$ cat src/rtl/core/assert_macros.svh
// ============================================================================
// Assertion macros
// Shared helpers for the concurrent checks in the bitmap unit.
// ============================================================================
`ifndef ASSERT_MACROS_SVH
`define ASSERT_MACROS_SVH

// Same-cycle implication, checked on the rising clock outside reset.
`define ASSERT_IMPLY(lbl, clk, rst_n, ante, cons) \
    lbl: assert property (@(posedge clk) disable iff (!(rst_n)) (ante) |-> (cons)) \
        else $error("assertion failed");

// Next-cycle implication, checked on the rising clock outside reset.
`define ASSERT_NEXT(lbl, clk, rst_n, ante, cons) \
    lbl: assert property (@(posedge clk) disable iff (!(rst_n)) (ante) |=> (cons)) \
        else $error("assertion failed");

`endif

$ cat src/rtl/core/bbs_pkg.sv
// ============================================================================
// Bitmap unit package
// Sizes, operation codes, controller/datapath structs and helper functions.
// ============================================================================
`default_nettype none

package bbs_pkg;

    // Map geometry
    localparam int NBITS     = 1024;
    localparam int WORD_BITS = 32;
    localparam int OFS_W     = $clog2(WORD_BITS);
    localparam int NWORDS    = (NBITS + WORD_BITS - 1) / WORD_BITS;
    localparam int WADDR_W   = $clog2(NWORDS);

    // Request and response field widths
    localparam int OP_W  = 3;
    localparam int IDX_W = 10;
    localparam int LIM_W = 11;

    // Operation codes; the remaining code does nothing but report the bit.
    typedef enum logic [OP_W-1:0] {
        OP_SET       = 3'd0,
        OP_CLEAR     = 3'd1,
        OP_TEST      = 3'd2,
        OP_TSET      = 3'd3,
        OP_TCLEAR    = 3'd4,
        OP_FIND_ZERO = 3'd5,
        OP_FIND_SET  = 3'd6
    } t_op;

    // Commands from the controller to the datapath.
    typedef struct packed {
        logic load;     // capture the request and fetch its first word
        logic advance;  // fetch the next word of a search
        logic finish;   // commit the write-back and load the response
    } t_dp_cmd;

    // Status from the datapath to the controller.
    typedef struct packed {
        logic done;     // the current word settles the request
        logic out_free; // the response register can take a new result
    } t_dp_status;

    // Position of the lowest set bit of a word (zero when the word is empty).
    function automatic logic [OFS_W-1:0] lowest_set(input logic [WORD_BITS-1:0] v);
        logic [OFS_W-1:0] pos;
        pos = '0;
        for (int i = WORD_BITS - 1; i >= 0; i--) begin
            if (v[i]) begin
                pos = OFS_W'(i);
            end
        end
        return pos;
    endfunction

endpackage

`default_nettype wire

$ cat src/rtl/core/bbs_dpath.sv
// ============================================================================
// Bitmap unit datapath
// Word store with per-word valid bits, one-word search stage and response.
// ============================================================================
`default_nettype none
`include "assert_macros.svh"

module bbs_dpath
    import bbs_pkg::*;
(
    input  wire logic             i_clk,
    input  wire logic             i_rst_n,
    input  wire logic [OP_W-1:0]  i_op,
    input  wire logic [IDX_W-1:0] i_bit_index,
    input  wire logic [LIM_W-1:0] i_search_limit,
    input  wire t_dp_cmd          i_cmd,
    output t_dp_status            o_status,
    input  wire logic             i_rsp_ready,
    output logic                  o_rsp_valid,
    output logic                  o_rsp_old_bit,
    output logic                  o_rsp_found,
    output logic [IDX_W-1:0]      o_rsp_found_index
);

    // Word store; entries that were never written read as zero.
    logic [WORD_BITS-1:0] mem [NWORDS];
    logic [NWORDS-1:0]    r_wvalid;

    // Captured request.
    logic [OP_W-1:0]      r_op;
    logic [IDX_W-1:0]     r_idx;
    logic [LIM_W-1:0]     r_lim;
    logic [WADDR_W-1:0]   r_word;
    logic                 r_first;
    logic                 r_old;

    // Registered read port.
    logic [WORD_BITS-1:0] r_rd_mem;
    logic                 r_rd_vld;
    logic [WORD_BITS-1:0] rd_data;
    logic [WADDR_W-1:0]   rd_addr;

    // Response register.
    logic                 r_rsp_valid;
    logic                 r_rsp_old;
    logic                 r_rsp_found;
    logic [IDX_W-1:0]     r_rsp_index;

    // Evaluation of the current word.
    t_op                  op;
    logic                 in_map;
    logic                 cur_bit;
    logic                 old_bit;
    logic                 is_find;
    logic                 is_set;
    logic                 is_clr;
    logic [WADDR_W-1:0]   start_word;
    logic [OFS_W-1:0]     start_ofs;
    logic [WADDR_W:0]     lim_word;
    logic [WORD_BITS-1:0] cand;
    logic [WORD_BITS-1:0] lo_mask;
    logic [WORD_BITS-1:0] hi_mask;
    logic [WORD_BITS-1:0] hits;
    logic                 any_hit;
    logic                 more;
    logic [WORD_BITS-1:0] bit_mask;
    logic [WORD_BITS-1:0] wr_data;
    logic                 wr_en;
    logic [LIM_W-1:0]     lim_eff;

    assign op         = t_op'(r_op);
    assign start_word = WADDR_W'(r_idx >> OFS_W);
    assign start_ofs  = r_idx[OFS_W-1:0];
    assign in_map     = (32'(r_idx) < NBITS);
    assign rd_data    = r_rd_vld ? r_rd_mem : '0;
    assign cur_bit    = in_map ? rd_data[start_ofs] : 1'b0;
    assign old_bit    = r_first ? cur_bit : r_old;

    // The search never looks past the end of the map.
    assign lim_eff  = (32'(i_search_limit) > NBITS) ? LIM_W'(NBITS) : i_search_limit;
    assign lim_word = (WADDR_W + 1)'(r_lim >> OFS_W);

    // Decode the operation.
    always_comb begin
        is_find = 1'b0;
        is_set  = 1'b0;
        is_clr  = 1'b0;
        case (op)
            OP_SET, OP_TSET:         is_set  = 1'b1;
            OP_CLEAR, OP_TCLEAR:     is_clr  = 1'b1;
            OP_FIND_ZERO, OP_FIND_SET: is_find = 1'b1;
            default: begin
            end
        endcase
    end

    // Candidate bits of this word: at or above the start, below the limit.
    always_comb begin
        cand    = (op == OP_FIND_SET) ? rd_data : ~rd_data;
        lo_mask = (r_word == start_word) ? ({WORD_BITS{1'b1}} << start_ofs)
                                         : {WORD_BITS{1'b1}};
        if (lim_word > {1'b0, r_word}) begin
            hi_mask = {WORD_BITS{1'b1}};
        end else if (lim_word == {1'b0, r_word}) begin
            hi_mask = ~({WORD_BITS{1'b1}} << r_lim[OFS_W-1:0]);
        end else begin
            hi_mask = '0;
        end
        hits    = cand & lo_mask & hi_mask;
        any_hit = |hits;
    end

    // Another word is worth fetching only if its first bit lies below the limit.
    assign more = ({(WADDR_W + 1)'(r_word) + 1'b1, {OFS_W{1'b0}}} < r_lim);

    assign o_status.done     = !is_find || any_hit || !more;
    assign o_status.out_free = !r_rsp_valid || i_rsp_ready;

    // Write-back word for single-bit updates.
    assign bit_mask = {{(WORD_BITS - 1){1'b0}}, 1'b1} << start_ofs;
    assign wr_data  = is_set ? (rd_data | bit_mask) : (rd_data & ~bit_mask);
    assign wr_en    = i_cmd.finish && in_map && (is_set || is_clr);

    // First word on capture, the following word while searching.
    assign rd_addr = i_cmd.load ? WADDR_W'(i_bit_index >> OFS_W) : r_word + 1'b1;

    // Word store write and registered read.
    always_ff @(posedge i_clk) begin
        if (wr_en) begin
            mem[r_word] <= wr_data;
        end
        if (i_cmd.load || i_cmd.advance) begin
            r_rd_mem <= mem[rd_addr];
        end
    end

    // Per-word valid bits stand in for clearing the store at reset.
    always_ff @(posedge i_clk) begin
        if (!i_rst_n) begin
            r_wvalid <= '0;
        end else if (wr_en) begin
            r_wvalid[r_word] <= 1'b1;
        end
    end

    // Request capture and search progress.
    always_ff @(posedge i_clk) begin
        if (i_cmd.load || i_cmd.advance) begin
            r_rd_vld <= r_wvalid[rd_addr];
            r_word   <= rd_addr;
        end
        if (i_cmd.load) begin
            r_op    <= i_op;
            r_idx   <= i_bit_index;
            r_lim   <= lim_eff;
            r_first <= 1'b1;
        end else if (i_cmd.advance) begin
            r_first <= 1'b0;
        end
        if (i_cmd.advance && r_first) begin
            r_old <= cur_bit;
        end
    end

    // Response register; it holds until the sink takes it.
    always_ff @(posedge i_clk) begin
        if (!i_rst_n) begin
            r_rsp_valid <= 1'b0;
        end else if (i_cmd.finish) begin
            r_rsp_valid <= 1'b1;
        end else if (i_rsp_ready) begin
            r_rsp_valid <= 1'b0;
        end
    end

    always_ff @(posedge i_clk) begin
        if (i_cmd.finish) begin
            r_rsp_old   <= old_bit;
            r_rsp_found <= is_find && any_hit;
            r_rsp_index <= (is_find && any_hit)
                         ? IDX_W'({r_word, lowest_set(hits)}) : '0;
        end
    end

    assign o_rsp_valid       = r_rsp_valid;
    assign o_rsp_old_bit     = r_rsp_old;
    assign o_rsp_found       = r_rsp_found;
    assign o_rsp_found_index = r_rsp_index;

    // A response is never loaded over one that the sink has not taken, and a
    // search only moves on from a word that held no match.
    `ASSERT_IMPLY(a_no_overwrite, i_clk, i_rst_n, i_cmd.finish, !r_rsp_valid || i_rsp_ready)
    `ASSERT_IMPLY(a_advance_miss, i_clk, i_rst_n, i_cmd.advance, is_find && !any_hit && more)
    `ASSERT_NEXT(a_advance_step, i_clk, i_rst_n, i_cmd.advance && !i_cmd.load,
                 r_word == $past(r_word) + 1'b1)

endmodule

`default_nettype wire
$ cat config.mk
export PLATFORM = sky130hd
export DESIGN_NAME = bbs_dpath
export DESIGN_NICKNAME = d
export VERILOG_FILES = /design/src/rtl/core/bbs_pkg.sv /design/src/rtl/core/bbs_dpath.sv
export VERILOG_INCLUDE_DIRS = /design/src /design/src/rtl/core
export SDC_FILE = /design/constraint.sdc
export NUM_CORES = 2
export LEC_CHECK = 0
export BUFFER_PORTS_ARGS = -buffer_cell sky130_fd_sc_hd__clkbuf_2
export CORE_ASPECT_RATIO = 1.1
export CORE_MARGIN = 1
export CORE_UTILIZATION = 60
export CTS_BUF_LIST = sky130_fd_sc_hd__clkbuf_16
export CTS_CLUSTER_DIAMETER = 80
export CTS_CLUSTER_SIZE = 12
export DETAILED_ROUTE_END_ITERATION = 6
export GPL_ROUTABILITY_DRIVEN = 0
export GPL_TIMING_DRIVEN = 0
export PLACE_DENSITY = 0.87
export SYNTH_ARGS = -nofsm -noshare
export SYNTH_HDL_FRONTEND = slang
export SYNTH_SLANG_ARGS = --single-unit
$ cat constraint.sdc
create_clock -name i_clk -period 10.2 [get_ports i_clk]
set_input_delay 2.04 -clock i_clk [delete_from_list [all_inputs] [get_ports i_clk]]
set_output_delay 2.04 -clock i_clk [all_outputs]
set_load 0.05 [all_outputs]
# --- Yosys cells after proc, flatten, opt, wreduce, memory -nomap -nowiden ---
# Memory sizes are Yosys's and may differ from the RTL's. A register that Yosys moved wholly into a read port is not among the register bits.
# Cells that the tools add are included.
classes:
  add_sub_neg: 2
  order_cmp: 7
  eq_ne: 7
  n_shift: 3
  n_mux: 52
  n_bitwise: 9
  reduce_logical: 23
ops:
  columns: ["operator", "count"]
  rows:
  - ["32-bit 2-to-1 mux", 6]
  - ["32-bit bitwise AND", 3]
  - ["32-bit inverter", 3]
  - ["5-bit 2-to-1 mux", 17]
  - ["32-bit bitwise OR", 2]
  - ["32-bit by 5-bit left shift with 32-bit output, first input constant", 2]
  - ["4-bit 2-to-1 mux", 8]
  - ["32-bit OR reduction", 1]
  - ["1-bit by 5-bit left shift with 32-bit output, first input constant", 1]
  - ["5-bit by 6-bit < comparator with 1-bit output, second input constant", 3]
  - ["17-bit OR reduction", 1]
  - ["1-bit 2-to-1 mux", 12]
  - ["3-bit 2-to-1 mux", 4]
  - ["11-bit > comparator, second input constant", 1]
  - ["11-bit < comparator", 1]
  - ["1-bit binary-select mux with 5-bit select", 2]
  - ["3-bit equality test, second input constant", 3]
  - ["9-bit OR reduction", 1]
  - ["2-bit OR reduction", 4]
  - ["5-bit by 1-bit adder with 6-bit output, second input constant", 1]
  - ["6-bit by 5-bit equality test with 1-bit output", 1]
  - ["6-bit by 5-bit > comparator with 1-bit output", 1]
  - ["5-bit by 1-bit adder with 5-bit output, second input constant", 1]
  - ["1-bit demux with 5-bit select", 1]
  - ["13 further kinds", 23]
word_totals:
  ff_bits: 77
  ram_bits: 1024
  inputBits: 30
  output_inout_bits: 15
  elab_cells: 121
  mem_count: 1
memory_table:
  columns: ["name", "depth", "word_bits", "read_ports", "rd_clocked_by_memory_dff", "write_ports", "line", "source"]
  rows:
  - ["mem", 32, 32, 1, 1, 1, "bbs_dpath.sv:26", "logic [WORD_BITS-1:0] mem [NWORDS];"]

# --- Logic depth before layout (Yosys ltp) ---
logic_depth:
  ltp_word: 36
  depth_mapped: 14
  depth_no_buf: 11

# --- Worst setup path before layout ---
# No wires, ideal clock.
synth_timing:
  path_kind: "reg-to-output"
  startpoint: "register r_word[0]"
  endpoint: "output port o_status[1] (netlist name)"
  t_arrival_ns: 2.982
  required_ns: 8.160
  setup_slack_ns: 5.178
  stages_incl_launch_ff: 12
  n_path_buf: 0
  path_cell_list: "edfxtp_1 inv_1 ha_1 nand2b_1 nor4_1 a221o_1 o32a_2 o31a_2 and3_4 nand2_1 a2111oi_2 nand2_1"
synth_rtl:
  columns: ["element", "line", "source"]
  rows:
  - ["from (decl)", "bbs_dpath.sv:33", "logic [WADDR_W-1:0] r_word;"]
  - ["from (signal assigned)", "bbs_dpath.sv:150", "r_word <= rd_addr;"]
  - ["to (decl)", "bbs_dpath.sv:17", "output t_dp_status o_status,"]

==> metrics.md <==
| Metric | Value |
|---|---|
| Critical path class | `reg -> out` |
| Setup-failing EPs final | `0` |
| Pin count of the biggest net entering global routing | `39` |
| Slowest Stage Delay on Critical Path | `1.00 ns` |
| Detailed router's first-iteration violation count | `4664` |
| Die ar. | `78100 sq um` |
| Clock transition at path regs | `0.07 ns` |
| Synth Area per Inst | `19.0 sq um` |
| Post-synth EDFFs | `1099` |
| Clock power frac | `32.9%` |
| Critical Path Start Type | `flip-flop` |
| NetSw | `2940 uW` |
| Count leader, synth | `edfxtp_1` |
| Required time worst endpoint | `8.16 ns` |
| Final net count | `2673` |
| Warnings from Yosys | `0` |
| Critical-path cell list | `buf_6 -> inv_1 -> ha_1 -> nand4b_4 -> nor4_1 -> a221oi_1 -> o21ai_0 -> and3_4 -> nand2_1 -> a2111oi_2 -> nand2_1 -> clkbuf_2` |
| Post-synthesis net count | `2472` |
| Mapped Cells | `2427` |
| Die H | `293 um` |
| Top cell type's share of synthesized area | `71.5%` |
| Worst Tran Pin Value | `1.44 ns` |
| Sequential power share | `50.6%` |
| Clock buffer depth | `3` |
| Synth cell types | `83` |
| Synthesized cell area | `46200 sq um` |
| Max-slew violation count | `0` |
| Post-CTS Setup Inserts | `0` |
| Site Rows | `106` |
| PnR worst setup slack | `3.14 ns` |
| H-Tree Depth | `3` |
| Worst Path Max Fanout | `10` |
| DRC | `123` |
| Drt first pass iters | `7` |
| Period utilization | `69.2%` |
| Fraction of registers with async set/reset | `0%` |
| CTS sink count | `1133` |
| IO Port Bufs | `42` |
| Vias in the first global route | `27400` |
| Vias per cell | `7.23` |
| CTS tree | `done` |
| Fmax | `142 MHz` |
| Setup TNS | `0 ns` |
| Register area share after synthesis | `72.9%` |
| Worst Hold Class | `reg -> reg` |
| Clock latency on the worst-skew pair | `0.71 ns` |
| Share of cells above drive strength 1 | `24.6%` |
| Hold_buf cts | `0` |
| Num CTS Buffers | `104` |
| Final WL | `127 mm` |
| RSZ-0062 raised after global routing | `no` |
| P_leak | `0.0171 uW` |
| Area contributors post-synth | `edfxtp_1, mux4_2, mux2i_1` |
| Max-Cap Viols | `0` |
| Crit path top cell by count | `nand2_1` |
| Remaining antenna violation count | `0` |
| Ys flop type | `edfxtp_1` |
| CP delay by family, top | `simple AND/OR/NAND/NOR gates` |
| Period minus WS final | `7.06 ns` |
| Synth area leader | `edfxtp_1` |
| Vias after detailed routing | `26800` |
| Routed wire per std cell | `34.3 um` |
| Starting Density | `60.7%` |
| Internal power | `7840 uW` |
| Register Area | `33700 sq um` |
| CP Capture Type | `output pin` |
| FF+latch count, synth | `1133` |
| Initial antenna violation count | `9` |
| Net Sw Frac | `27.2%` |
| Area of the multi-input gates | `12300 sq um` |
| Arrival time at the worst endpoint | `5.02 ns` |
| Area grow syn2layout | `12.8%` |
| Filler cell count | `4249` |
| GRT overflow | `0` |
| Worst slack, placed | `3.83 ns` |
| Bufs and invs on worst path | `3` |
| Slew margin rel. | `4.25%` |
| Die W | `267 um` |
| Power share of the combinational group | `16.5%` |
| Violated checks | `DRC` |
| Gr usage total | `33.2%` |
| # resized after CTS | `0` |
| Power per Cell Area | `207 nW/um^2` |
| Status | `finished, violations left` |
| Detailed Place HPWL | `75.3 mm` |
| Number of top-level pins | `45` |
| Maximum VDD drop | `0.000148 V` |
| Root buffer cell | `clkbuf_16` |
| Core Footprint | `76100 sq um` |
| Slowest cell on crit path | `nor4_1` |
| Most common library cells after synthesis | `edfxtp_1, mux4_2, nand2_1, mux2i_1, nor2_1` |
| Clock Skews | `0.0312 ns` |
| Hold Fails Final Rpt | `0` |
| First-pass GRT wire length | `184 mm` |
==> cell usage in the layout, fill, tap and decap left out, types with 43 or more instances in the layout <==
cell       netlist  layout
buf_2           43      43
a21oi_1         55      55
inv_1           18      61
clkbuf_1        65      65
clkbuf_16        0     104
o21ai_0         70      57
nand3_1         70      70
nand2_1        156     156
nor2_1         103      71
edfxtp_1      1099    1099
mux4_2         274     274
clkbuf_2         0      43
mux2i_1        121     101
==> layer usage <==
layer  global-route usage, %  part of all wire [%]  up-vias
met3                    7.79                    12      731
li1                        -                     -    10200
met4                    19.6                   7.1        4
met1                    41.2                    32    13200
met2                    53.7                    48     2645
met5                       0                 0.018        -
==> through the flow <==
step	util [%]	hold WS, ns	instances	instance area, sq um	total power, uW
final	68.4	0.492	3705	52100	10800
after global routing	68.4	0.508	3704	52100	11000
after CTS	68.4	0.491	3703	52100	10700
after detailed placement	64.6	0.453	3547	49200	7190
after global placement	62.6	0.441	3495	47700	7030
after floorplan	-	0.435	2427	46200	6550
==> layout make-up <==
class	instances	area share, %
repair buffers	95	2.37
flip-flops and latches	1133	64.7
inverters	19	0.137
plain buffers	137	1.16
diodes	1	0.00480
well taps	1026	2.46
multi-input cells	1138	23.6
clock buffers	104	5.00
clock inverters	52	0.617
==> power by group through the flow <==
stage | clock [uW] | sequential, uW | combinational (uW)
6_report | 3540 | 5460 | 1780
3_5_place_dp | 0 | 5540 | 1650
3_3_place_gp | 0 | 5560 | 1470
5_1_grt | 3690 | 5460 | 1820
4_1_cts | 3530 | 5450 | 1710
2_1_floorplan | 0 | 5530 | 1010
==> kinds of logic (layout without fill, tap and decap cells) <==
family | Yosys count | count (layout) | synth area share [%]
flops | 1133 | 1133 | 72.9
mux | 430 | 430 | 16.8
simple gates | 417 | 417 | 4.22
compound gates | 235 | 235 | 3.36
buf+inv | 156 | 407 | 1.46
xor+xnor | 41 | 41 | 0.778
fa+ha+maj | 15 | 15 | 0.406
other cells | 0 | 1 | 0
==> registers in the layout, summed over array words and instances (netlist names) <==
register,flops
r_first,1
mem,1024
o_rsp_found_index,10
r_rd_mem,32
r_wvalid,32
r_idx,10
r_lim,11
o_rsp_valid,1
r_word,5
r_rd_vld,1
op,3
o_rsp_found,1
o_rsp_old_bit,1
r_old,1
==> worst paths after layout <==
path | from | to | slack [ns] | cells after the start
worst max register to register | r_word[0]$_DFFE_PP_ | r_rd_mem[30]$_DFFE_PP_ | 5.54 | 10
worst min-delay path | r_wvalid[22]$_SDFFE_PN0P_ | r_wvalid[22]$_SDFFE_PN0P_ | 0.49 | 1
worst max-delay path | r_word[2]$_DFFE_PP_ | o_status[1] | 3.14 | 12
worst min register to register | r_wvalid[22]$_SDFFE_PN0P_ | r_wvalid[22]$_SDFFE_PN0P_ | 0.49 | 1
(Power assumes the default switching activity.)
