`config.mk`:
```
export PLATFORM = sky130hd
export DESIGN_NAME = bbs_ctrl
export DESIGN_NICKNAME = d
export VERILOG_FILES = /design/src/rtl/core/bbs_pkg.sv /design/src/rtl/core/bbs_ctrl.sv
export VERILOG_INCLUDE_DIRS = /design/src /design/src/rtl/core
export SDC_FILE = /design/constraint.sdc
export NUM_CORES = 1
export LEC_CHECK = 0
export ABC_AREA = 1
export BUFFER_PORTS_ARGS = -buffer_cell sky130_fd_sc_hd__buf_2
export CAP_MARGIN = 5
export CORE_AREA = 4 4 41 43
export DETAILED_ROUTE_END_ITERATION = 7
export DIE_AREA = 0 0 45 47
export PLACE_DENSITY_LB_ADDON = 0.12
export SETUP_SLACK_MARGIN = 0.5
export SLEW_MARGIN = 0
export SYNTH_ARGS = -nofsm -noshare
export SYNTH_HDL_FRONTEND = slang
export SYNTH_SLANG_ARGS = --single-unit
```
`constraint.sdc`:
```
create_clock -name i_clk -period 0.8 [get_ports i_clk]
set_input_delay 0.16 -clock i_clk [delete_from_list [all_inputs] [get_ports i_clk]]
set_output_delay 0.16 -clock i_clk [all_outputs]
set_load 0.005 [all_outputs]
```
`src/rtl/core/assert_macros.svh`:
```
// ============================================================================
// Assertion macros
// Shared helpers for the concurrent checks in the bitmap unit.
// ============================================================================
`ifndef ASSERT_MACROS_SVH
`define ASSERT_MACROS_SVH

// Same-cycle implication, checked on the rising clock outside reset.
`define ASSERT_IMPLY(lbl, clk, rst_n, ante, cons) \
    lbl: assert property (@(posedge clk) disable iff (!(rst_n)) (ante) |-> (cons)) \
        else $error("assertion failed");

// Next-cycle implication, checked on the rising clock outside reset.
`define ASSERT_NEXT(lbl, clk, rst_n, ante, cons) \
    lbl: assert property (@(posedge clk) disable iff (!(rst_n)) (ante) |=> (cons)) \
        else $error("assertion failed");

`endif

```
`src/rtl/core/bbs_pkg.sv`:
```
// ============================================================================
// Bitmap unit package
// Sizes, operation codes, controller/datapath structs and helper functions.
// ============================================================================
`default_nettype none

package bbs_pkg;

    // Map geometry
    localparam int NBITS     = 1024;
    localparam int WORD_BITS = 32;
    localparam int OFS_W     = $clog2(WORD_BITS);
    localparam int NWORDS    = (NBITS + WORD_BITS - 1) / WORD_BITS;
    localparam int WADDR_W   = $clog2(NWORDS);

    // Request and response field widths
    localparam int OP_W  = 3;
    localparam int IDX_W = 10;
    localparam int LIM_W = 11;

    // Operation codes; the remaining code does nothing but report the bit.
    typedef enum logic [OP_W-1:0] {
        OP_SET       = 3'd0,
        OP_CLEAR     = 3'd1,
        OP_TEST      = 3'd2,
        OP_TSET      = 3'd3,
        OP_TCLEAR    = 3'd4,
        OP_FIND_ZERO = 3'd5,
        OP_FIND_SET  = 3'd6
    } t_op;

    // Commands from the controller to the datapath.
    typedef struct packed {
        logic load;     // capture the request and fetch its first word
        logic advance;  // fetch the next word of a search
        logic finish;   // commit the write-back and load the response
    } t_dp_cmd;

    // Status from the datapath to the controller.
    typedef struct packed {
        logic done;     // the current word settles the request
        logic out_free; // the response register can take a new result
    } t_dp_status;

    // Position of the lowest set bit of a word (zero when the word is empty).
    function automatic logic [OFS_W-1:0] lowest_set(input logic [WORD_BITS-1:0] v);
        logic [OFS_W-1:0] pos;
        pos = '0;
        for (int i = WORD_BITS - 1; i >= 0; i--) begin
            if (v[i]) begin
                pos = OFS_W'(i);
            end
        end
        return pos;
    endfunction

endpackage

`default_nettype wire

```
`src/rtl/core/bbs_ctrl.sv`:
```
// ============================================================================
// Bitmap unit controller
// Sequences request capture, the word-by-word search and the response load.
// ============================================================================
`default_nettype none
`include "assert_macros.svh"

module bbs_ctrl
    import bbs_pkg::*;
(
    input  wire logic       i_clk,
    input  wire logic       i_rst_n,
    input  wire logic       i_req_valid,
    output logic            o_req_ready,
    input  wire t_dp_status i_status,
    output t_dp_cmd         o_cmd
);

    typedef enum logic [1:0] {
        S_IDLE = 2'b01,
        S_EVAL = 2'b10
    } t_state;

    t_state r_state;
    t_state n_state;

    // Requests are taken only while no request is in progress.
    assign o_req_ready = (r_state == S_IDLE);

    // Next state and datapath commands.
    always_comb begin
        n_state = r_state;
        o_cmd   = '0;
        case (r_state)
            S_IDLE: begin
                if (i_req_valid) begin
                    o_cmd.load = 1'b1;
                    n_state    = S_EVAL;
                end
            end
            S_EVAL: begin
                if (i_status.done) begin
                    if (i_status.out_free) begin
                        o_cmd.finish = 1'b1;
                        n_state      = S_IDLE;
                    end
                end else begin
                    o_cmd.advance = 1'b1;
                end
            end
            default: begin
                n_state = S_IDLE;
            end
        endcase
    end

    // State register.
    always_ff @(posedge i_clk) begin
        if (!i_rst_n) begin
            r_state <= S_IDLE;
        end else begin
            r_state <= n_state;
        end
    end

    // A finished request frees the request side on the next cycle, and an
    // accepted one blocks it until its response has been loaded.
    `ASSERT_NEXT(a_finish_frees, i_clk, i_rst_n, o_cmd.finish, o_req_ready)
    `ASSERT_NEXT(a_load_blocks, i_clk, i_rst_n, o_cmd.load, !o_req_ready)

endmodule

`default_nettype wire

```
# == Word-level counts from Yosys, hierarchy flattened ==
# Cells that the tools add are included.
# word_totals
regBits,2
in_bits,5
elab_cells,17
n_memories,0
mem_bits_ro,0
ramBits,0
latchBits,0
out_inout_bits,4
# classes
n_mux,10
n_reduce_logical,1
n_lt_le_gt_ge,0
mul,0
div_mod_pow,0
n_bitwise,0
n_addsub,0
n_eq_ne,5
shifts,0
# ops
operator,count
$mux 2,4
$ne 2x2->1 const B,3
$mux 1,5
$pmux 2 s2,1
$reduce_and 3->1,1
$eq 2x1->1 const B,1
$eq 2x2->1 const B,1

# == Longest topological paths before layout ==
# Gate-level depths: netlist of run 1.
# logic_depth
word_depth,3
mapped_depth,4
mapped_depth_nobuf,4

# == Worst setup path after synthesis of run 1 ==
# Ideal clock, no wire load.
# synth_path
kind,register to output
from,reg r_state[0]
to,out o_cmd[0] in the netlist's numbering
t_arrival_ps,546
required_ps,640
setup_slack_ps,94
path_stages_with_launch,4
n_path_buf,0
cell_sequence,dfxtp_1 > inv_1 > nand2_1 > nor2_1
# synth_rtl
element,line_no,text
from (decl),bbs_ctrl.sv:24,t_state r_state;
from (signal assigned),bbs_ctrl.sv:62,r_state <= n_state;
to (decl),bbs_ctrl.sv:16,output t_dp_cmd o_cmd

# == Worst setup path after layout of run 1 ==
# layout_path
from,reg r_state[0]
to,reg r_state[1]
# layout_between
elab_chain_cells,3
elab_cells_between_ends,7
cone_classes,eq/ne: 5; mux: 1; reduce/logical: 1
# layout_rtl
element,line_no,text
$eq 2x2->1 / $eq 2x1->1 (equally long branches),bbs_ctrl.sv:34,case (r_state)
$ne 2x2->1 (no line),-,
$reduce_and 3->1 (no line),-,
# Parallel ways exist; a longest one is shown, timed or not.
# A chain may end at the register's enable or synchronous reset.

==> results.py, run 1 <==
metrics = {
    "layout": {
        "regMostFlops": "r_state",
        "instances_no_fill": 48,
        "top_regs": "r_state (2)",
        "syn_to_final_growth_pct": 130,
        "largest_reg_flops": 2,
        "drive_gt1_frac": 0.818,
        "multiInputGateArea_um2": 70.1,
        "final_util": 0.201,
        "fin_nets": 40,
        "diodes": 0,
        "regArea_um2": 42.5,
        "n_fill_cell": 176,
    },
    "yosys": {
        "synthDistinctLibCells": 7,
        "synth_seq_area_share": 0.352,
        "ys_warn_count": 0,
        "synthCells": 17,
        "ys_ff_latch": 2,
        "synth_top_area_frac": 0.352,
        "synthTopCellsByArea": "dfxtp_1 35%, nand3_2 18%, nand2_1 16%, inv_1 13%, a21oi_2 7.7%",
        "syn_avg_cell_area_um2": 6.70,
        "synth_commonest_cells": "5 x nand2_1, 4 x inv_1, 2 x dfxtp_1, 2 x nand3_2, 2 x nor2_1",
        "synth_top_area_cell": "dfxtp_1",
        "synth_ff_type": "dfxtp_1",
        "synth-async-reset-ratio": 0,
        "synth_edf_count": 0,
        "syn_area_um2": 114,
        "synth_most_common_cell": "nand2_1",
        "synthesis.nets": 22,
    },
    "outcome": {
        "violations": "negative setup slack",
        "status": "finished, violations left",
    },
    "job": {
        "maxCapViolCount": 0,
    },
    "timing": {
        "final.setup_skew_ns": 0.000381,
        "setup_viol": 6,
        "worst_slack_ns": -0.247,
        "finalHoldViolations": 0,
        "slew-limit-headroom": 0.889,
        "rsz0062_at_grt": "true",
        "final.min_clock_period_ns": 1.05,
        "worst-slew-pin-transition_ns": 0.166,
        "clock.fmax_mhz": 955,
        "slew_viol_final": 0,
        "tns_ns": -1.25,
        "fin_crit_sh": 1.31,
    },
    "floorplanning": {
        "die_h_um": 47,
        "initial_utilization": 0.0875,
        "ios": 9,
        "die_area_um2": 2120,
        "fp-row-count": 13,
        "chipWidth_um": 45,
        "core-area_um2": 1300,
    },
    "global_routing": {
        "grt_pass1_vias": 162,
        "grt_pass1_wl_um": 558,
        "grt_use_total": 0.0442,
        "grt_overflow_total": 0,
        "grt_max_degree": 4,
        "antenna_found_initial": 0,
    },
    "critical_path": {
        "end_kind": "flip-flop",
        "crit_arrival_ns": 1.16,
        "reg2reg_setup_slack_ns": -0.25,
        "path_max_fanout": 3,
        "cp_cell_sequence": "inv_2, buf_4, buf_6, buf_6, buf_6, nand3_4, a21oi_2",
        "cpMaxStageDelayCell": "dfxtp_2",
        "max_stage_delay_ns": 0.34,
        "path_common_cell": "buf_6",
        "crit_required_ns": 0.91,
        "worstSetupStartpointType": "flip-flop",
        "worstSetupPathType": "flip-flop to flip-flop",
    },
    "placed_design": {
        "dp.cells": 40,
        "portBuffers": 8,
        "gp_congestion": 0.628,
        "dp_hpwl_um": 244,
        "place_ws_ns": 0.000567,
    },
    "clocking": {
        "h-tree-depth": 1,
        "cts_buffers": 3,
        "cts_tree": "yes",
        "clkTransAtPathRegs_ns": 0.03,
        "clock-sinks": 2,
        "cts_max_path_buffers": 2,
        "clk_latency_ns": 0.23,
        "cts_root_buf": "clkbuf_4",
    },
    "drt": {
        "finalWirelength_um": 358,
        "first_pass_iters": 1,
        "viasPerCell": 3.42,
        "drc": 0,
        "drtAntennaViolNets": 0,
        "vias": 164,
        "drtIter0Drc": 0,
        "routedWlPerCell_um": 7.46,
    },
    "power": {
        "power.leakage_nw": 0.143,
        "p_per_area_nw_per_um2": 1690,
        "peakVddDrop_mv": 0.470,
    },
    "min_path": {
        "hold_path_class": "input pin to flip-flop",
    },
}
==> metal layers <==
layer,GRT usage,share of wire
met5,0,0
met2,0.0678,0.55
met4,0.0877,0.039
met3,0.0115,0.092
met1,0.0317,0.32
==> worst max-delay path: cells and delay by family (launching register included) <==
| kind | cells | cell delay (ns) |
|---|---|---|
| and+or+nand+nor | 1 | 0.07 |
| DFF | 1 | 0.34 |
| AOI/OAI and AO/OA | 1 | 0.05 |
| buffers and inverters | 5 | 0.46 |
==> power by group <==
part / switching [mW] / total (mW) / leakage [nW] / internal (mW)
Sequential: 0.00738 / 0.117 / 0.0166 / 0.110
Combinational: 0.0414 / 0.0971 / 0.113 / 0.0557
Clock: 0.0614 / 0.227 / 0.0138 / 0.166
Total: 0.110 / 0.441 / 0.143 / 0.331
==> final timing paths <==
check / startpoint / end / depth (start not counted)
worst max-delay path: r_state[0] / r_state[1] / 7
worst min-delay path: i_rst_n / r_state[0] / 2
worst max register to register: r_state[0] / r_state[1] / 7
worst min register to register: r_state[0] / r_state[1] / 2
==> through the flow <==
stage / instance area, um^2 / total power [mW] / hold WS (ns)
final: 262 / 0.441 / 0.101
after global routing: 262 / 0.471 / 0.114
after CTS: 248 / 0.450 / 0.0892
after detailed placement: 180 / 0.178 / 0.335
after global placement: 180 / 0.176 / 0.333
after floorplan: 121 / 0.151 / 0.229
==> cells by family after synthesis <==
kind of cell | count (synthesis) | share of synthesized area
AO/OA/AOI/OAI | 1 | 0.0769
AND/OR/NAND/NOR | 9 | 0.407
buffers and inverters | 5 | 0.165
flip-flops | 2 | 0.352
==> cell type report <==
| cell class | instances | area share |
|---|---|---|
| Sequential cell | 2 | 0.163 |
| Inverter | 5 | 0.0718 |
| Clock buffer | 3 | 0.0861 |
| Tap cell | 15 | 0.0718 |
| Timing Repair Buffer | 13 | 0.340 |
| Multi-Input combinational cell | 10 | 0.268 |
==> what timing repair did <==
item	CTS	global route
setup endpoints to repair	6	6
resized for setup	3	2
hold buffers	0	0
buffers inserted	4	1
pin swaps	4	2
==> cell usage in the layout, fill, tap and decap left out <==
cell type	instances
a21oi_2	1
nand3_4	1
inv_1	2
nor2_1	1
clkbuf_4	3
nor2_2	1
buf_2	8
buf_6	3
nand3_2	1
inv_2	3
nand2_1	3
dfxtp_2	2
buf_4	2
nand2_2	2
Power figures use the tool's default switching activity.
==> inputs of run 2 (changes only) <==
--- a/config.mk
+++ b/config.mk
@@ -7,7 +7,7 @@
 export NUM_CORES = 1
 export LEC_CHECK = 0
 export ABC_AREA = 1
-export BUFFER_PORTS_ARGS = -buffer_cell sky130_fd_sc_hd__buf_2
+export BUFFER_PORTS_ARGS = -buffer_cell sky130_fd_sc_hd__buf_4
 export CAP_MARGIN = 5
 export CORE_AREA = 4 4 41 43
 export DETAILED_ROUTE_END_ITERATION = 7
==> results.py, run 2 (synthesis results as in run 1) <==
metrics = {
    "outcome": {
        "status": "finished, violations left",
        "violations": "negative setup slack",
    },
    "floorplanning": {
        "core-area_um2": 1300,
        "die_h_um": 47,
        "chipWidth_um": 45,
        "die_area_um2": 2120,
        "ios": 9,
        "initial_utilization": 0.0875,
        "fp-row-count": 13,
    },
    "critical_path": {
        "worstSetupStartpointType": "flip-flop",
        "path_max_fanout": 3,
        "worstSetupPathType": "flip-flop to output pin",
        "crit_required_ns": 0.64,
        "crit_arrival_ns": 0.87,
        "end_kind": "output pin",
    },
    "global_routing": {
        "grt_busiest_layer": "met4",
        "grt_pass1_wl_um": 538,
        "grt_pass1_vias": 144,
        "grt_overflow_total": 0,
        "grt_max_degree": 4,
        "grt_use_total": 0.0417,
        "use_met3": 0.0230,
        "grtUsageMet2": 0.0593,
        "grt_use_met1": 0.0315,
        "antenna_found_initial": 0,
    },
    "drt": {
        "routedWlPerCell_um": 7.11,
        "vias": 147,
        "first_pass_iters": 2,
        "viasPerCell": 3.20,
        "drtIter0Drc": 3,
        "finalWirelength_um": 327,
        "drtAntennaViolNets": 0,
        "drc": 0,
    },
    "layout": {
        "largest_reg_flops": 2,
        "fin_nets": 38,
        "layout_commonest_cell": "buf_4",
        "final_util": 0.220,
        "final_cell_mix": "8 x buf_4, 4 x nand2_1, 3 x clkbuf_4, 3 x buf_6",
        "instances_no_fill": 46,
        "regMostFlops": "r_state",
        "top_regs": "r_state (2)",
        "drive_gt1_frac": 0.806,
        "syn_to_final_growth_pct": 152,
        "n_fill_cell": 154,
        "design_area_um2": 287,
        "diodes": 0,
    },
    "timing": {
        "final.setup_skew_ns": 0.00285,
        "fin_crit_sh": 1.29,
        "rsz0062_at_grt": "true",
        "worst_hold_slack_ns": 0.108,
        "slew-limit-headroom": 0.919,
        "worst-slew-pin-transition_ns": 0.121,
        "clock.fmax_mhz": 972,
        "slew_viol_final": 0,
        "setup_viol": 6,
        "worst_slack_ns": -0.229,
        "final.min_clock_period_ns": 1.03,
        "finalHoldViolations": 0,
    },
    "placed_design": {
        "dp.cells": 40,
        "dp_hpwl_um": 258,
        "place_area_um2": 200,
        "portBuffers": 8,
        "gp_congestion": 0.640,
    },
    "job": {
        "maxCapViolCount": 0,
    },
    "power": {
        "fin_total_pwr_mw": 0.440,
        "peakVddDrop_mv": 0.459,
        "power.leakage_nw": 0.150,
        "p_per_area_nw_per_um2": 1540,
    },
    "clocking": {
        "clkTransAtPathRegs_ns": 0.03,
        "clock-sinks": 2,
        "clk_latency_ns": 0.22,
        "cts_root_buf": "clkbuf_4",
        "cts_buffers": 3,
        "cts_tree": "yes",
        "h-tree-depth": 1,
        "cts_max_path_buffers": 2,
    },
    "min_path": {
        "hold_path_class": "input pin to flip-flop",
    },
}
run 2: metal layers:
metal | share of wire | vias to the layer above
li1 | - | 77
met2 | 0.50 | 6
met4 | 0 | 0
met3 | 0.095 | 0
met5 | 0 | -
met1 | 0.41 | 64
run 2: what timing repair did:
action                     4_1_cts  5_1_grt
setup endpoints to repair        6        6
setup buffers                    1        2
resized for setup                1       10
pin swaps                        2        2
hold buffers                     0        0
run 2: area by class of cell:
cell class                      instances  area [um^2]  share of cell area
Multi-Input combinational cell         10         80.1               0.279
Timing Repair Buffer                   11         93.8               0.328
Tap cell                               15         18.8              0.0655
Inverter                                5         23.8              0.0830
Sequential cell                         2         47.5               0.166
Clock buffer                            3         22.5              0.0786
run 2: worst paths after layout:
kind | depth (start not counted) | from | slack, ns | end
min reg2reg | 2 | r_state[1] | 0.52 | r_state[1]
max | 4 | r_state[0] | -0.23 | o_cmd[1]
min | 2 | i_rst_n | 0.11 | r_state[0]
max reg2reg | 6 | r_state[0] | -0.09 | r_state[0]
run 2: through the flow:
stage	TNS [ns]	setup WS (ns)
2_1_floorplan	0	0.116
3_3_place_gp	0	0.0105
3_5_place_dp	-0.00807	-0.00807
4_1_cts	-0.858	-0.233
5_1_grt	-1.28	-0.279
6_report	-0.966	-0.229
run 2: report_power, final:
| group | leakage (nW) | switching [mW] | internal [mW] |
|---|---|---|---|
| Combinational | 0.118 | 0.0418 | 0.0641 |
| Clock | 0.0138 | 0.0500 | 0.165 |
| Sequential | 0.0173 | 0.0127 | 0.107 |
| Total | 0.150 | 0.105 | 0.336 |
run 2: worst max-delay path, stage by stage, from the launching register on:
cell	delay [ns]
dfxtp_4	0.35
inv_4	0.06
nand2_4	0.05
nor2_4	0.10
buf_6	0.09
==> inputs of run 3 (changes only) <==
--- a/config.mk
+++ b/config.mk
@@ -14,7 +14,9 @@
 export DIE_AREA = 0 0 45 47
 export PLACE_DENSITY_LB_ADDON = 0.12
 export SETUP_SLACK_MARGIN = 0.5
+export SKIP_CTS_REPAIR_TIMING = 1
 export SLEW_MARGIN = 0
 export SYNTH_ARGS = -nofsm -noshare
 export SYNTH_HDL_FRONTEND = slang
 export SYNTH_SLANG_ARGS = --single-unit
+export TNS_END_PERCENT = 10
==> results.py, run 3 (synthesis results as in run 1) <==
metrics = {
    "timing": {
        "worst_slack_ns": -0.230,
        "final.min_clock_period_ns": 1.03,
        "setup_viol": 5,
        "final.setup_skew_ns": 0.00205,
        "clock.fmax_mhz": 971,
        "worst_hold_slack_ns": 0.0976,
        "rsz0062_at_grt": "true",
        "tns_ns": -0.855,
        "slew-limit-headroom": 0.897,
        "slew_viol_final": 0,
        "worst-slew-pin-transition_ns": 0.155,
        "finalHoldViolations": 0,
        "fin_crit_sh": 1.29,
    },
    "drt": {
        "m1WireLength_um": 115,
        "vias": 146,
        "wl_met2_um": 188,
        "highest_layer": "met3",
        "viasPerCell": 3.24,
        "routedWlPerCell_um": 7.60,
        "drc": 0,
        "drtIter0Drc": 0,
        "first_pass_iters": 1,
        "finalWirelength_um": 342,
        "wl_met3_um": 38,
        "drtAntennaViolNets": 0,
    },
    "floorplanning": {
        "initial_utilization": 0.0875,
        "core-area_um2": 1300,
        "die_h_um": 47,
        "die_area_um2": 2120,
        "fp-row-count": 13,
        "ios": 9,
        "chipWidth_um": 45,
    },
    "min_path": {
        "hold_path_class": "input pin to flip-flop",
        "holdPathStages": 2,
        "worstHoldStart": "i_rst_n",
        "holdPathEnd": "r_state[0]",
    },
    "critical_path": {
        "worstSetupStartpointType": "flip-flop",
        "cpMaxStageDelayCell": "dfxtp_4",
        "crit_path_start": "r_state[0]",
        "crit_arrival_ns": 0.87,
        "r2r_end": "r_state[0]",
        "cp_cell_sequence": "inv_4, nand2_4, nor2_2, buf_4",
        "worstSetupPathType": "flip-flop to output pin",
        "r2r_start": "r_state[1]",
        "crit_required_ns": 0.64,
        "reg2reg_depth": 5,
        "max_stage_delay_ns": 0.35,
        "reg2reg_setup_slack_ns": 0,
        "path_max_fanout": 3,
        "end_kind": "output pin",
    },
    "layout": {
        "n_fill_cell": 167,
        "syn_to_final_growth_pct": 138,
        "final_cell_mix": "9 x buf_4, 4 x nand2_1, 3 x inv_1, 3 x clkbuf_4",
        "fin_nets": 37,
        "top_regs": "r_state (2)",
        "layout_commonest_cell": "buf_4",
        "final_util": 0.209,
        "drive_gt1_frac": 0.767,
        "largest_reg_flops": 2,
        "regMostFlops": "r_state",
        "diodes": 0,
    },
    "clocking": {
        "clock-sinks": 2,
        "h-tree-depth": 1,
        "cts_root_buf": "clkbuf_4",
        "cts_buffers": 3,
        "cts_tree": "yes",
        "cts_max_path_buffers": 2,
        "clk_latency_ns": 0.22,
        "clkTransAtPathRegs_ns": 0.03,
    },
    "global_routing": {
        "grt_overflow_total": 0,
        "grt_pass1_wl_um": 489,
        "grt_use_total": 0.0371,
        "grt_pass1_vias": 151,
        "grt_max_degree": 4,
        "antenna_found_initial": 0,
    },
    "power": {
        "peakVddDrop_mv": 0.450,
        "power.leakage_nw": 0.144,
        "p_per_area_nw_per_um2": 1590,
    },
    "job": {
        "maxCapViolCount": 0,
    },
    "outcome": {
        "status": "finished, violations left",
        "violations": "negative setup slack",
    },
    "placed_design": {
        "gp_congestion": 0.644,
        "dp_hpwl_um": 254,
        "portBuffers": 8,
    },
}
## run 3: cell count changes in the layout (fill, tap and decap cells not counted)
| cell | previous run | this run |
|---|---|---|
| buf_4 | 8 | 9 |
| inv_1 | 2 | 3 |
| inv_2 | 1 | 0 |
| buf_6 | 3 | 1 |
## run 3: metrics by stage
step / area, um^2 / total power [mW] / worst slack, ns / cells
3_5_place_dp: 200 / 0.189 / -0.00530 / 40
4_1_cts: 223 / 0.426 / -0.249 / 43
5_1_grt: 272 / 0.456 / -0.266 / 45
2_1_floorplan: 121 / 0.150 / 0.116 / 17
3_3_place_gp: 200 / 0.188 / 0.00603 / 40
6_report: 272 / 0.431 / -0.230 / 45
## run 3: where the power goes
part           switching (mW)  internal (mW)  total, mW  leakage, nW
clock network          0.0548          0.165      0.220       0.0138
registers              0.0131          0.107      0.120       0.0173
logic                  0.0382         0.0530     0.0912        0.113
total                   0.106          0.325      0.431        0.144
## run 3: how the worst max path moves through the flow
stage               end  slack, ns
2_1_floorplan  o_cmd[1]       0.12
3_3_place_gp   o_cmd[2]      0.006
3_5_place_dp   o_cmd[2]     -0.005
4_1_cts        o_cmd[2]      -0.25
5_1_grt        o_cmd[1]      -0.27
6_report       o_cmd[1]      -0.23
## run 3: final cells by class
| type | instances | area, um^2 | share of cell area |
|---|---|---|---|
| clock buffer | 3 | 22.5 | 0.0829 |
| inverter | 5 | 23.8 | 0.0876 |
| multi-input combinational | 10 | 80.1 | 0.295 |
| tap | 15 | 18.8 | 0.0691 |
| sequential | 2 | 47.5 | 0.175 |
| timing repair buffer | 10 | 78.8 | 0.290 |
## run 3: worst max-delay path: cells and delay by family (launching register included)
family | cells | cell delay, ns
and+or+nand+nor | 2 | 0.12
buffers and inverters | 2 | 0.17
DFF | 1 | 0.35
## run 3: routing by layer
| layer | vias to the layer above | GRT usage |
|---|---|---|
| met1 | 65 | 0.0295 |
| met4 | 0 | 0.0702 |
| met3 | 0 | 0.0153 |
| li1 | 75 | - |
| met2 | 6 | 0.0508 |
| met5 | - | 0 |
